File: config.mk
export PLATFORM = sky130hd
export DESIGN_NAME = lcd_window_fill_command_engine_top_flat
export DESIGN_NICKNAME = d
export VERILOG_FILES = /design/src/lwf_pkg.sv /design/src/lwf_if.sv /design/src/lwf_seq.sv /design/src/lcd_window_fill_command_engine_top.sv /design/src/flat_wrapper.sv
export SDC_FILE = /design/constraint.sdc
export NUM_CORES = 1
export LEC_CHECK = 0
export CELL_PAD_IN_SITES_DETAIL_PLACEMENT = 2
export CELL_PAD_IN_SITES_GLOBAL_PLACEMENT = 2
export CORE_AREA = 5 5 123 212
export DETAILED_ROUTE_END_ITERATION = 10
export DIE_AREA = 0 0 128 217
export DONT_BUFFER_PORTS = 1
export PLACE_DENSITY_LB_ADDON = 0.1
export SLEW_MARGIN = 20
export SYNTH_ARGS = -nofsm -noshare
export SYNTH_HDL_FRONTEND = slang
export SYNTH_SLANG_ARGS = --single-unit
export TNS_END_PERCENT = 20
File: constraint.sdc
create_clock -name clk -period 17.87 [get_ports clk]
set_clock_uncertainty 0.15 [all_clocks]
set_input_delay 1.787 -clock clk [delete_from_list [all_inputs] [get_ports clk]]
set_output_delay 1.787 -clock clk [all_outputs]
set_load 0.005 [all_outputs]
File: src/lwf_pkg.sv
// ----------------------------------------------------------------------------
// lwf_pkg
// Shared screen size, request and command codes, word types and helpers for
// the display window fill command engine.
// ----------------------------------------------------------------------------
package lwf_pkg;

  localparam int SCREEN_WIDTH  = 320;
  localparam int SCREEN_HEIGHT = 480;

  localparam int MAX_DIM = (SCREEN_WIDTH > SCREEN_HEIGHT) ? SCREEN_WIDTH : SCREEN_HEIGHT;
  localparam int COORD_W = $clog2(MAX_DIM + 1);
  localparam int PIX_W   = $clog2(SCREEN_WIDTH * SCREEN_HEIGHT + 1);

  typedef logic [COORD_W-1:0] coord_t;
  typedef logic [PIX_W-1:0]   pix_cnt_t;

  // request codes
  localparam logic [1:0] REQ_FILL = 2'd0;
  localparam logic [1:0] REQ_TICK = 2'd1;
  localparam logic [1:0] REQ_ROT  = 2'd2;
  localparam logic [1:0] REQ_INV  = 2'd3;

  // operation kinds
  localparam logic [1:0] KIND_FILL = 2'd0;
  localparam logic [1:0] KIND_ROT  = 2'd2;
  localparam logic [1:0] KIND_INV  = 2'd3;

  // fill sequence phases
  localparam logic [3:0] PH_COL_CMD  = 4'd0;
  localparam logic [3:0] PH_COL_SH   = 4'd1;
  localparam logic [3:0] PH_COL_SL   = 4'd2;
  localparam logic [3:0] PH_COL_EH   = 4'd3;
  localparam logic [3:0] PH_COL_EL   = 4'd4;
  localparam logic [3:0] PH_PAGE_CMD = 4'd5;
  localparam logic [3:0] PH_ROW_SH   = 4'd6;
  localparam logic [3:0] PH_ROW_SL   = 4'd7;
  localparam logic [3:0] PH_ROW_EH   = 4'd8;
  localparam logic [3:0] PH_ROW_EL   = 4'd9;
  localparam logic [3:0] PH_MEMWR    = 4'd10;

  // display commands
  localparam logic [7:0] CMD_COL     = 8'h2A;
  localparam logic [7:0] CMD_PAGE    = 8'h2B;
  localparam logic [7:0] CMD_MEMWR   = 8'h2C;
  localparam logic [7:0] CMD_ACCESS  = 8'h36;
  localparam logic [7:0] CMD_INV_OFF = 8'h20;
  localparam logic [7:0] CMD_INV_ON  = 8'h21;

  // access control bits
  localparam logic [7:0] ACC_BGR = 8'h08;
  localparam logic [7:0] ACC_MX  = 8'h40;
  localparam logic [7:0] ACC_MY  = 8'h80;
  localparam logic [7:0] ACC_MV  = 8'h20;

  typedef struct packed {
    logic [1:0]  req_type;
    logic [15:0] x_pos;
    logic [15:0] y_pos;
    logic [15:0] width_px;
    logic [15:0] height_px;
    logic [15:0] fill_color;
    logic [1:0]  rotation_sel;
    logic        invert_on;
  } in_word_t;

  typedef struct packed {
    logic        write_valid;
    logic        write_is_command;
    logic [15:0] write_value;
    logic        last_write;
    logic        refused;
    logic        busy_res;
  } out_word_t;

  function automatic logic [7:0] access_value(input logic [1:0] rot);
    logic [7:0] v;
    unique case (rot)
      2'd0:    v = ACC_BGR | ACC_MX;
      2'd1:    v = ACC_BGR | ACC_MV;
      2'd2:    v = ACC_BGR | ACC_MY;
      default: v = ACC_BGR | ACC_MX | ACC_MY | ACC_MV;
    endcase
    return v;
  endfunction

  function automatic logic [15:0] hi_byte(input coord_t c);
    logic [15:0] v;
    v = 16'(c);
    return v >> 8;
  endfunction

  function automatic logic [15:0] lo_byte(input coord_t c);
    logic [15:0] v;
    v = 16'(c);
    return v & 16'h00FF;
  endfunction

endpackage

File: src/lwf_if.sv
// ----------------------------------------------------------------------------
// lwf channel interfaces
// Valid/ready channels for request words and bus write result words.
// ----------------------------------------------------------------------------
interface lwf_in_if;
  logic        valid;
  logic        ready;
  logic [1:0]  req_type;
  logic [15:0] x_pos;
  logic [15:0] y_pos;
  logic [15:0] width_px;
  logic [15:0] height_px;
  logic [15:0] fill_color;
  logic [1:0]  rotation_sel;
  logic        invert_on;

  modport source (output valid, req_type, x_pos, y_pos, width_px, height_px,
                  fill_color, rotation_sel, invert_on, input ready);
  modport sink (input valid, req_type, x_pos, y_pos, width_px, height_px,
                fill_color, rotation_sel, invert_on, output ready);
endinterface

interface lwf_out_if;
  logic        valid;
  logic        ready;
  logic        write_valid;
  logic        write_is_command;
  logic [15:0] write_value;
  logic        last_write;
  logic        refused;
  logic        busy_res;

  modport source (output valid, write_valid, write_is_command, write_value, last_write,
                  refused, busy_res, input ready);
  modport sink (input valid, write_valid, write_is_command, write_value, last_write,
                refused, busy_res, output ready);
endinterface

File: src/lwf_seq.sv
// ----------------------------------------------------------------------------
// lwf_seq
// Operation state and write sequencer: takes one request word per step and
// gives the result word for it, updating the pending operation.
// ----------------------------------------------------------------------------
module lwf_seq (
  input  logic              clk,
  input  logic              rst_n,
  input  logic              step,
  input  lwf_pkg::in_word_t in_word,
  output lwf_pkg::out_word_t res
);
  import lwf_pkg::*;

  localparam logic [16:0] LAST_COL = 17'(SCREEN_WIDTH - 1);
  localparam logic [16:0] LAST_ROW = 17'(SCREEN_HEIGHT - 1);

  logic       active_r, active_nxt;
  logic [1:0] kind_r, kind_nxt;
  logic [3:0] phase_r, phase_nxt;
  logic       mul_pend_r;
  logic       fill_load;

  coord_t     col_start_r, col_start_nxt;
  coord_t     col_end_r, col_end_nxt;
  coord_t     row_start_r, row_start_nxt;
  coord_t     row_end_r, row_end_nxt;
  logic [15:0] pixel_r, pixel_nxt;
  logic [7:0] pending_r, pending_nxt;
  pix_cnt_t   pixels_left_r, pixels_left_nxt;

  logic [16:0] x_end, y_end;
  coord_t      col_span, row_span;
  pix_cnt_t    pix_total;

  // end corner summed without wrap, then clipped
  always_comb begin
    x_end = 17'(in_word.x_pos) + 17'(in_word.width_px) - 17'd1;
    y_end = 17'(in_word.y_pos) + 17'(in_word.height_px) - 17'd1;
    if (x_end > LAST_COL) x_end = LAST_COL;
    if (y_end > LAST_ROW) y_end = LAST_ROW;
  end

  // pixel count is formed in the cycle after a fill is taken, while the
  // first colour word is still ahead
  assign col_span  = coord_t'(col_end_r - col_start_r + coord_t'(1));
  assign row_span  = coord_t'(row_end_r - row_start_r + coord_t'(1));
  assign pix_total = pix_cnt_t'(pix_cnt_t'(col_span) * pix_cnt_t'(row_span));

  always_comb begin
    active_nxt      = active_r;
    kind_nxt        = kind_r;
    phase_nxt       = phase_r;
    col_start_nxt   = col_start_r;
    col_end_nxt     = col_end_r;
    row_start_nxt   = row_start_r;
    row_end_nxt     = row_end_r;
    pixel_nxt       = pixel_r;
    pending_nxt     = pending_r;
    pixels_left_nxt = pixels_left_r;
    fill_load       = 1'b0;
    res             = '0;

    if (in_word.req_type == REQ_TICK) begin
      if (active_r) begin
        res.write_valid = 1'b1;
        if (kind_r == KIND_FILL) begin
          phase_nxt = phase_r + 4'd1;
          unique case (phase_r)
            PH_COL_CMD: begin
              res.write_is_command = 1'b1;
              res.write_value      = {8'h00, CMD_COL};
            end
            PH_COL_SH:   res.write_value = hi_byte(col_start_r);
            PH_COL_SL:   res.write_value = lo_byte(col_start_r);
            PH_COL_EH:   res.write_value = hi_byte(col_end_r);
            PH_COL_EL:   res.write_value = lo_byte(col_end_r);
            PH_PAGE_CMD: begin
              res.write_is_command = 1'b1;
              res.write_value      = {8'h00, CMD_PAGE};
            end
            PH_ROW_SH:   res.write_value = hi_byte(row_start_r);
            PH_ROW_SL:   res.write_value = lo_byte(row_start_r);
            PH_ROW_EH:   res.write_value = hi_byte(row_end_r);
            PH_ROW_EL:   res.write_value = lo_byte(row_end_r);
            PH_MEMWR: begin
              res.write_is_command = 1'b1;
              res.write_value      = {8'h00, CMD_MEMWR};
            end
            default: begin
              // colour words
              phase_nxt       = phase_r;
              res.write_value = pixel_r;
              if (pixels_left_r <= pix_cnt_t'(1)) begin
                pixels_left_nxt = '0;
                res.last_write  = 1'b1;
              end else begin
                pixels_left_nxt = pixels_left_r - pix_cnt_t'(1);
              end
            end
          endcase
        end else if (kind_r == KIND_ROT) begin
          if (phase_r == PH_COL_CMD) begin
            res.write_is_command = 1'b1;
            res.write_value      = {8'h00, CMD_ACCESS};
            phase_nxt            = 4'd1;
          end else begin
            res.write_value = {8'h00, pending_r};
            res.last_write  = 1'b1;
          end
        end else begin
          res.write_is_command = 1'b1;
          res.write_value      = {8'h00, pending_r};
          res.last_write       = 1'b1;
        end
        if (res.last_write) begin
          active_nxt = 1'b0;
          phase_nxt  = PH_COL_CMD;
        end
      end
    end else if (active_r) begin
      res.refused = 1'b1;
    end else if (in_word.req_type == REQ_FILL) begin
      if (in_word.x_pos >= 16'(SCREEN_WIDTH) || in_word.y_pos >= 16'(SCREEN_HEIGHT) ||
          in_word.width_px == 16'd0 || in_word.height_px == 16'd0) begin
        res.refused = 1'b1;
      end else begin
        col_start_nxt = coord_t'(in_word.x_pos);
        col_end_nxt   = coord_t'(x_end);
        row_start_nxt = coord_t'(in_word.y_pos);
        row_end_nxt   = coord_t'(y_end);
        pixel_nxt     = in_word.fill_color;
        kind_nxt      = KIND_FILL;
        phase_nxt     = PH_COL_CMD;
        active_nxt    = 1'b1;
        fill_load     = 1'b1;
      end
    end else begin
      if (in_word.req_type == REQ_ROT) begin
        pending_nxt = access_value(in_word.rotation_sel);
        kind_nxt    = KIND_ROT;
      end else begin
        pending_nxt = in_word.invert_on ? CMD_INV_ON : CMD_INV_OFF;
        kind_nxt    = KIND_INV;
      end
      phase_nxt  = PH_COL_CMD;
      active_nxt = 1'b1;
    end

    res.busy_res = active_nxt;
  end

  always_ff @(posedge clk) begin
    if (!rst_n) begin
      active_r   <= 1'b0;
      kind_r     <= KIND_FILL;
      phase_r    <= PH_COL_CMD;
      mul_pend_r <= 1'b0;
    end else begin
      mul_pend_r <= step && fill_load;
      if (step) begin
        active_r <= active_nxt;
        kind_r   <= kind_nxt;
        phase_r  <= phase_nxt;
      end
    end
  end

  always_ff @(posedge clk) begin
    if (step) begin
      col_start_r <= col_start_nxt;
      col_end_r   <= col_end_nxt;
      row_start_r <= row_start_nxt;
      row_end_r   <= row_end_nxt;
      pixel_r     <= pixel_nxt;
      pending_r   <= pending_nxt;
    end
    if (mul_pend_r) begin
      pixels_left_r <= pix_total;
    end else if (step) begin
      pixels_left_r <= pixels_left_nxt;
    end
  end

endmodule

File: src/lcd_window_fill_command_engine_top.sv
// ----------------------------------------------------------------------------
// lcd_window_fill_command_engine_top
// Turns fill, orientation and inversion requests into a display bus write
// stream, one bus write per tick word taken while an operation is pending.
// ----------------------------------------------------------------------------
// Usage:
//   in_ch takes request words: fill, tick, orientation or inversion. Every
//   accepted word gives exactly one result word on out_ch. A request taken
//   while idle is answered with busy set and no write; the writes follow on
//   later tick words, one each, the last one flagged. A request arriving
//   while an operation is pending, off screen or of zero size is refused.
//   The result word is registered at the edge that takes the request.
//   Throughput is one word per cycle; the output register frees at the edge
//   its word is taken, so in_ch.ready stays high while out_ch is taken every
//   cycle. A fill's pixel count is multiplied out in the cycle after it is
//   taken, ahead of its first colour write.
//   Synchronous reset clears the pending operation and the output valid flag.
//   When the receiver stalls, the result word holds and in_ch.ready drops
//   until it is taken.
// ----------------------------------------------------------------------------
module lcd_window_fill_command_engine_top (
  input logic       clk,
  input logic       rst_n,
  lwf_in_if.sink    in_ch,
  lwf_out_if.source out_ch
);
  import lwf_pkg::*;

  in_word_t  in_word;
  out_word_t res;
  out_word_t out_r;
  logic      out_valid_r;
  logic      in_ready;
  logic      step;

  assign in_ready    = !out_valid_r || out_ch.ready;
  assign in_ch.ready = in_ready;
  assign step        = in_ch.valid && in_ready;

  assign in_word.req_type     = in_ch.req_type;
  assign in_word.x_pos        = in_ch.x_pos;
  assign in_word.y_pos        = in_ch.y_pos;
  assign in_word.width_px     = in_ch.width_px;
  assign in_word.height_px    = in_ch.height_px;
  assign in_word.fill_color   = in_ch.fill_color;
  assign in_word.rotation_sel = in_ch.rotation_sel;
  assign in_word.invert_on    = in_ch.invert_on;

  lwf_seq u_seq (
    .clk     (clk),
    .rst_n   (rst_n),
    .step    (step),
    .in_word (in_word),
    .res     (res)
  );

  always_ff @(posedge clk) begin
    if (!rst_n) begin
      out_valid_r <= 1'b0;
    end else if (in_ready) begin
      out_valid_r <= in_ch.valid;
    end
  end

  always_ff @(posedge clk) begin
    if (step) begin
      out_r <= res;
    end
  end

  assign out_ch.valid            = out_valid_r;
  assign out_ch.write_valid      = out_r.write_valid;
  assign out_ch.write_is_command = out_r.write_is_command;
  assign out_ch.write_value      = out_r.write_value;
  assign out_ch.last_write       = out_r.last_write;
  assign out_ch.refused          = out_r.refused;
  assign out_ch.busy_res         = out_r.busy_res;

  a_no_write_on_refuse : assert property (@(posedge clk) disable iff (!rst_n)
    out_valid_r |-> !(out_r.refused && out_r.write_valid))
    else $error("refused word carries a bus write");

  a_last_ends_op : assert property (@(posedge clk) disable iff (!rst_n)
    out_valid_r && out_r.last_write |-> out_r.write_valid && !out_r.busy_res)
    else $error("last write leaves operation pending");

  a_stall_blocks_input : assert property (@(posedge clk) disable iff (!rst_n)
    out_valid_r && !out_ch.ready |-> !in_ch.ready)
    else $error("input taken while result word stalled");

  a_step_loads_output : assert property (@(posedge clk) disable iff (!rst_n)
    step |=> out_valid_r)
    else $error("accepted word gave no result");

endmodule

File: src/flat_wrapper.sv
// flat-port wrapper written by rule: the top's interface ports become plain ports
module lcd_window_fill_command_engine_top_flat import lwf_pkg::*;
  (clk, rst_n, in_ch_valid, in_ch_req_type, in_ch_x_pos, in_ch_y_pos, in_ch_width_px, in_ch_height_px, in_ch_fill_color, in_ch_rotation_sel, in_ch_invert_on, in_ch_ready, out_ch_valid, out_ch_write_valid, out_ch_write_is_command, out_ch_write_value, out_ch_last_write, out_ch_refused, out_ch_busy_res, out_ch_ready);
  lwf_in_if in_ch_i ();
  lwf_out_if out_ch_i ();
  input logic clk;
  input logic rst_n;
  input wire logic [$bits(in_ch_i.valid)-1:0] in_ch_valid;
  input wire logic [$bits(in_ch_i.req_type)-1:0] in_ch_req_type;
  input wire logic [$bits(in_ch_i.x_pos)-1:0] in_ch_x_pos;
  input wire logic [$bits(in_ch_i.y_pos)-1:0] in_ch_y_pos;
  input wire logic [$bits(in_ch_i.width_px)-1:0] in_ch_width_px;
  input wire logic [$bits(in_ch_i.height_px)-1:0] in_ch_height_px;
  input wire logic [$bits(in_ch_i.fill_color)-1:0] in_ch_fill_color;
  input wire logic [$bits(in_ch_i.rotation_sel)-1:0] in_ch_rotation_sel;
  input wire logic [$bits(in_ch_i.invert_on)-1:0] in_ch_invert_on;
  output wire logic [$bits(in_ch_i.ready)-1:0] in_ch_ready;
  output wire logic [$bits(out_ch_i.valid)-1:0] out_ch_valid;
  output wire logic [$bits(out_ch_i.write_valid)-1:0] out_ch_write_valid;
  output wire logic [$bits(out_ch_i.write_is_command)-1:0] out_ch_write_is_command;
  output wire logic [$bits(out_ch_i.write_value)-1:0] out_ch_write_value;
  output wire logic [$bits(out_ch_i.last_write)-1:0] out_ch_last_write;
  output wire logic [$bits(out_ch_i.refused)-1:0] out_ch_refused;
  output wire logic [$bits(out_ch_i.busy_res)-1:0] out_ch_busy_res;
  input wire logic [$bits(out_ch_i.ready)-1:0] out_ch_ready;
  assign in_ch_i.valid = in_ch_valid;
  assign in_ch_i.req_type = in_ch_req_type;
  assign in_ch_i.x_pos = in_ch_x_pos;
  assign in_ch_i.y_pos = in_ch_y_pos;
  assign in_ch_i.width_px = in_ch_width_px;
  assign in_ch_i.height_px = in_ch_height_px;
  assign in_ch_i.fill_color = in_ch_fill_color;
  assign in_ch_i.rotation_sel = in_ch_rotation_sel;
  assign in_ch_i.invert_on = in_ch_invert_on;
  assign in_ch_ready = in_ch_i.ready;
  assign out_ch_valid = out_ch_i.valid;
  assign out_ch_write_valid = out_ch_i.write_valid;
  assign out_ch_write_is_command = out_ch_i.write_is_command;
  assign out_ch_write_value = out_ch_i.write_value;
  assign out_ch_last_write = out_ch_i.last_write;
  assign out_ch_refused = out_ch_i.refused;
  assign out_ch_busy_res = out_ch_i.busy_res;
  assign out_ch_i.ready = out_ch_ready;
  lcd_window_fill_command_engine_top u_core (.clk(clk), .rst_n(rst_n), .in_ch(in_ch_i), .out_ch(out_ch_i));
endmodule
==> out/results.tsv <==
metric	value	unit
viasPerCell	5.695	
p_per_area	55.50	nW/µm²
top_usage_layer	met2	
antenna_found_initial	0	
syn_area	10450	µm²
postRouteWirelength	34.34	mm
ant_nets	0	
cpMostUsedCell	fa_1	
cts-root-buf	clkbuf_16	
clkLatencyLatePin	0.36	ns
crit_path_start_kind	flop	
crit_path_end_kind	flop	
arrival	7.54	ns
use_met3	3.435	%
die_area	27780	µm²
grt_pass1_wl	53.49	mm
crit_fanout	9	
grt_max_degree	46	
drc	0	
finalCritPeriodShare	42.43	%
cap_violations	0	
fin_area	11100	µm²
synth_most_common_cell	inv_1	
dr.pass1.iters	4	
clockBufferDepth	2	
max_clock_freq	0.1319	GHz
place_area	10790	µm²
syn_to_final_growth	6.211	%
holdPathStages	1	
ys_ff_latch	105	
first_global_vias	9754	
num_antenna_cells	0	
hold_path.class	reg -> reg	
drive_above_1_share	4.087	%
power_leakage	5.077	nW
grt_overflow_total	0	
grt_usage	25.09	%
h-tree-depth	3	
io_pins	112	
place_congestion	0.8656	
ctsResizeCount	0	
maxSlewHeadroom	35.77	%
crit_required	17.82	ns
drt_iter0_drc	310	
reg2reg_depth	24	
cts_setup_buffers	0	
rows	75	
initial_core_util	43.52	%
setup_viol	0	
rsz0062_at_grt	false	
syn_nets	1433	
synth-edff-count	96	
yosys-top-cells-area	edfxtp_1 (28%), ha_1 (17%), fa_1 (10%)	
yosysSeqAreaShare	29.30	%
avgSynthCellArea	9.082	µm²
die_w	128	µm
detailed_place_hpwl	29.23	mm
slowest_delay	0.71	ns
ys.flop_type	edfxtp_1	
drv_slew	0	
yosys_warnings	0	
cts_num_sinks	105	
finalWorstPathRequiredPeriod	7.582	ns
ys_types	71	
cts_made_buffers	9	
clk_pin_slew	0.09	ns
synth_common_cells	inv_1 (250), ha_1 (139), nor2_1 (101), edfxtp_1 (96), nand2_1 (69)	
wire_per_inst	23.56	µm
tightest_slew	0.9625	ns
async_flop_share	0	%
cts_tree	yes	
cts_hold_buf	0	
syn_inst	1151	
hold_viol	0	
portBuffers	0	
synth_top_area_share	27.58	%
coreArea	24020	µm²
met2_usage	53.08	%
cpMaxStageDelayCell	xnor2_1	
nets	1427	
status	finished, final reports clean	
die_y	217	µm
vias	8304	
synth_top_cell_by_area	edfxtp_1	
worstSetupPathType	reg -> reg	
path_cells	inv_1, ha_1, ha_1, a21o_1, a21oi_1, o21bai_1, a21oi_1, o21ai_0, xnor2_1, nor2_1, fa_1, fa_1, fa_1, inv_1, fa_1, inv_1, ha_1, or3_1, o211ai_1, o21bai_1, or4_1, a31oi_1, xnor2_1, o21ai_0	
setup_tns	0	ns
use_met1	21.20	%
vdd_drop_max	0.04097	mV
==> cells by family (layout without fill, tap and decap cells) <==
group	Yosys count	after routing	share of synthesized area, %
AO/OA/AOI/OAI	199	199	12.94
flip-flops	105	105	29.30
adder cells (fa/ha/maj)	193	193	26.98
XOR/XNOR	67	67	5.613
buffers and inverters	271	270	9.874
AND/OR/NAND/NOR	313	313	14.99
multiplexers	3	3	0.3112
==> stage by stage <==
stage | hold WS (ns) | cells | setup WS [ns] | power, mW | utilization [%]
2_1_floorplan | 0.3324 | 1151 | 11.18 | 0.3747 | -
4_1_cts | 0.3768 | 1458 | 10.27 | 0.6223 | 46.22
6_report | 0.3747 | 1458 | 10.29 | 0.6162 | 46.22
3_3_place_gp | 0.3507 | 1442 | 10.62 | 0.4043 | 44.90
3_5_place_dp | 0.3562 | 1442 | 10.27 | 0.4104 | 44.90
5_1_grt | 0.3909 | 1458 | 9.830 | 0.6464 | 46.22
==> cell type report <==
class | instances | area, µm²
Sequential cell | 105 | 3063
Clock buffer | 9 | 225.2
Clock inverter | 7 | 91.34
Tap cell | 308 | 385.4
Timing Repair Buffer | 3 | 22.52
Inverter | 251 | 942.2
Multi-Input combinational cell | 775 | 6374
Fill cell | 2654 | 12920
==> layer usage <==
metal / share of wire (%) / vias up / wire length (µm)
li1: - / 3854 / -
met1: 31 / 4196 / 10570
met2: 60 / 165 / 20690
met3: 2.7 / 89 / 925
met4: 6.3 / 0 / 2155
met5: 0 / - / 0
==> worst paths after layout <==
check | from | to | slack [ns]
max | u_core.u_seq.row_start_r[2] | u_core.u_seq.pixels_left_r[17] | 10.29
min | u_core.u_seq.pixel_r[14] | u_core.out_ch.write_value[14] | 0.37
max reg2reg | u_core.u_seq.row_start_r[2] | u_core.u_seq.pixels_left_r[17] | 10.29
min reg2reg | u_core.u_seq.pixel_r[14] | u_core.out_ch.write_value[14] | 0.37
==> layout by cell type (no fill, tap or decap), types with 4 or more instances in the layout <==
| master | n |
|---|---|
| inv_1 | 250 |
| ha_1 | 139 |
| nor2_1 | 100 |
| edfxtp_1 | 96 |
| nand2_1 | 69 |
| fa_1 | 54 |
| a21oi_1 | 45 |
| xnor2_1 | 45 |
| o21ai_0 | 33 |
| nand2b_1 | 23 |
| xor2_1 | 22 |
| nand3_1 | 19 |
| nor3_1 | 17 |
| and2_1 | 17 |
| nor4_1 | 16 |
| a21o_1 | 14 |
| o31ai_1 | 11 |
| or2_2 | 9 |
| a211oi_1 | 9 |
| clkbuf_16 | 9 |
| dfxtp_1 | 9 |
| nor2b_1 | 8 |
| o22ai_1 | 8 |
| o211ai_1 | 7 |
| a31oi_1 | 7 |
| a22oi_1 | 7 |
| o21bai_1 | 6 |
| or3_1 | 6 |
| o21a_1 | 6 |
| nand4_1 | 5 |
| o41ai_1 | 4 |
| o2111ai_1 | 4 |
==> state kept, by name, summed over array words and instances, names as in the netlist, 2 cells and up <==
register                    flops
u_core.out_ch.write_value      16
u_core.u_seq.phase_r            4
u_core.u_seq.pending_r          5
u_core.u_seq.pixel_r           16
u_core.u_seq.row_start_r        9
u_core.u_seq.col_start_r        9
u_core.u_seq.row_end_r          9
u_core.u_seq.pixels_left_r     18
u_core.u_seq.kind_r             2
u_core.u_seq.col_end_r          9
==> report_power, final <==
| group | switching (mW) | total (mW) | internal (mW) |
|---|---|---|---|
| combinational | 0.0797 | 0.130 | 0.0504 |
| sequential | 0.00308 | 0.273 | 0.270 |
| clock | 0.111 | 0.213 | 0.102 |
==> critical path: cells and delay by family, from the launching register on <==
family	cells	cell delay, ns
xor+xnor	2	0.86
flops	1	0.37
simple gates	3	0.95
fa+ha+maj	7	3.11
buf+inv	3	0.14
compound gates	9	1.72
(Power assumes the default switching activity.)
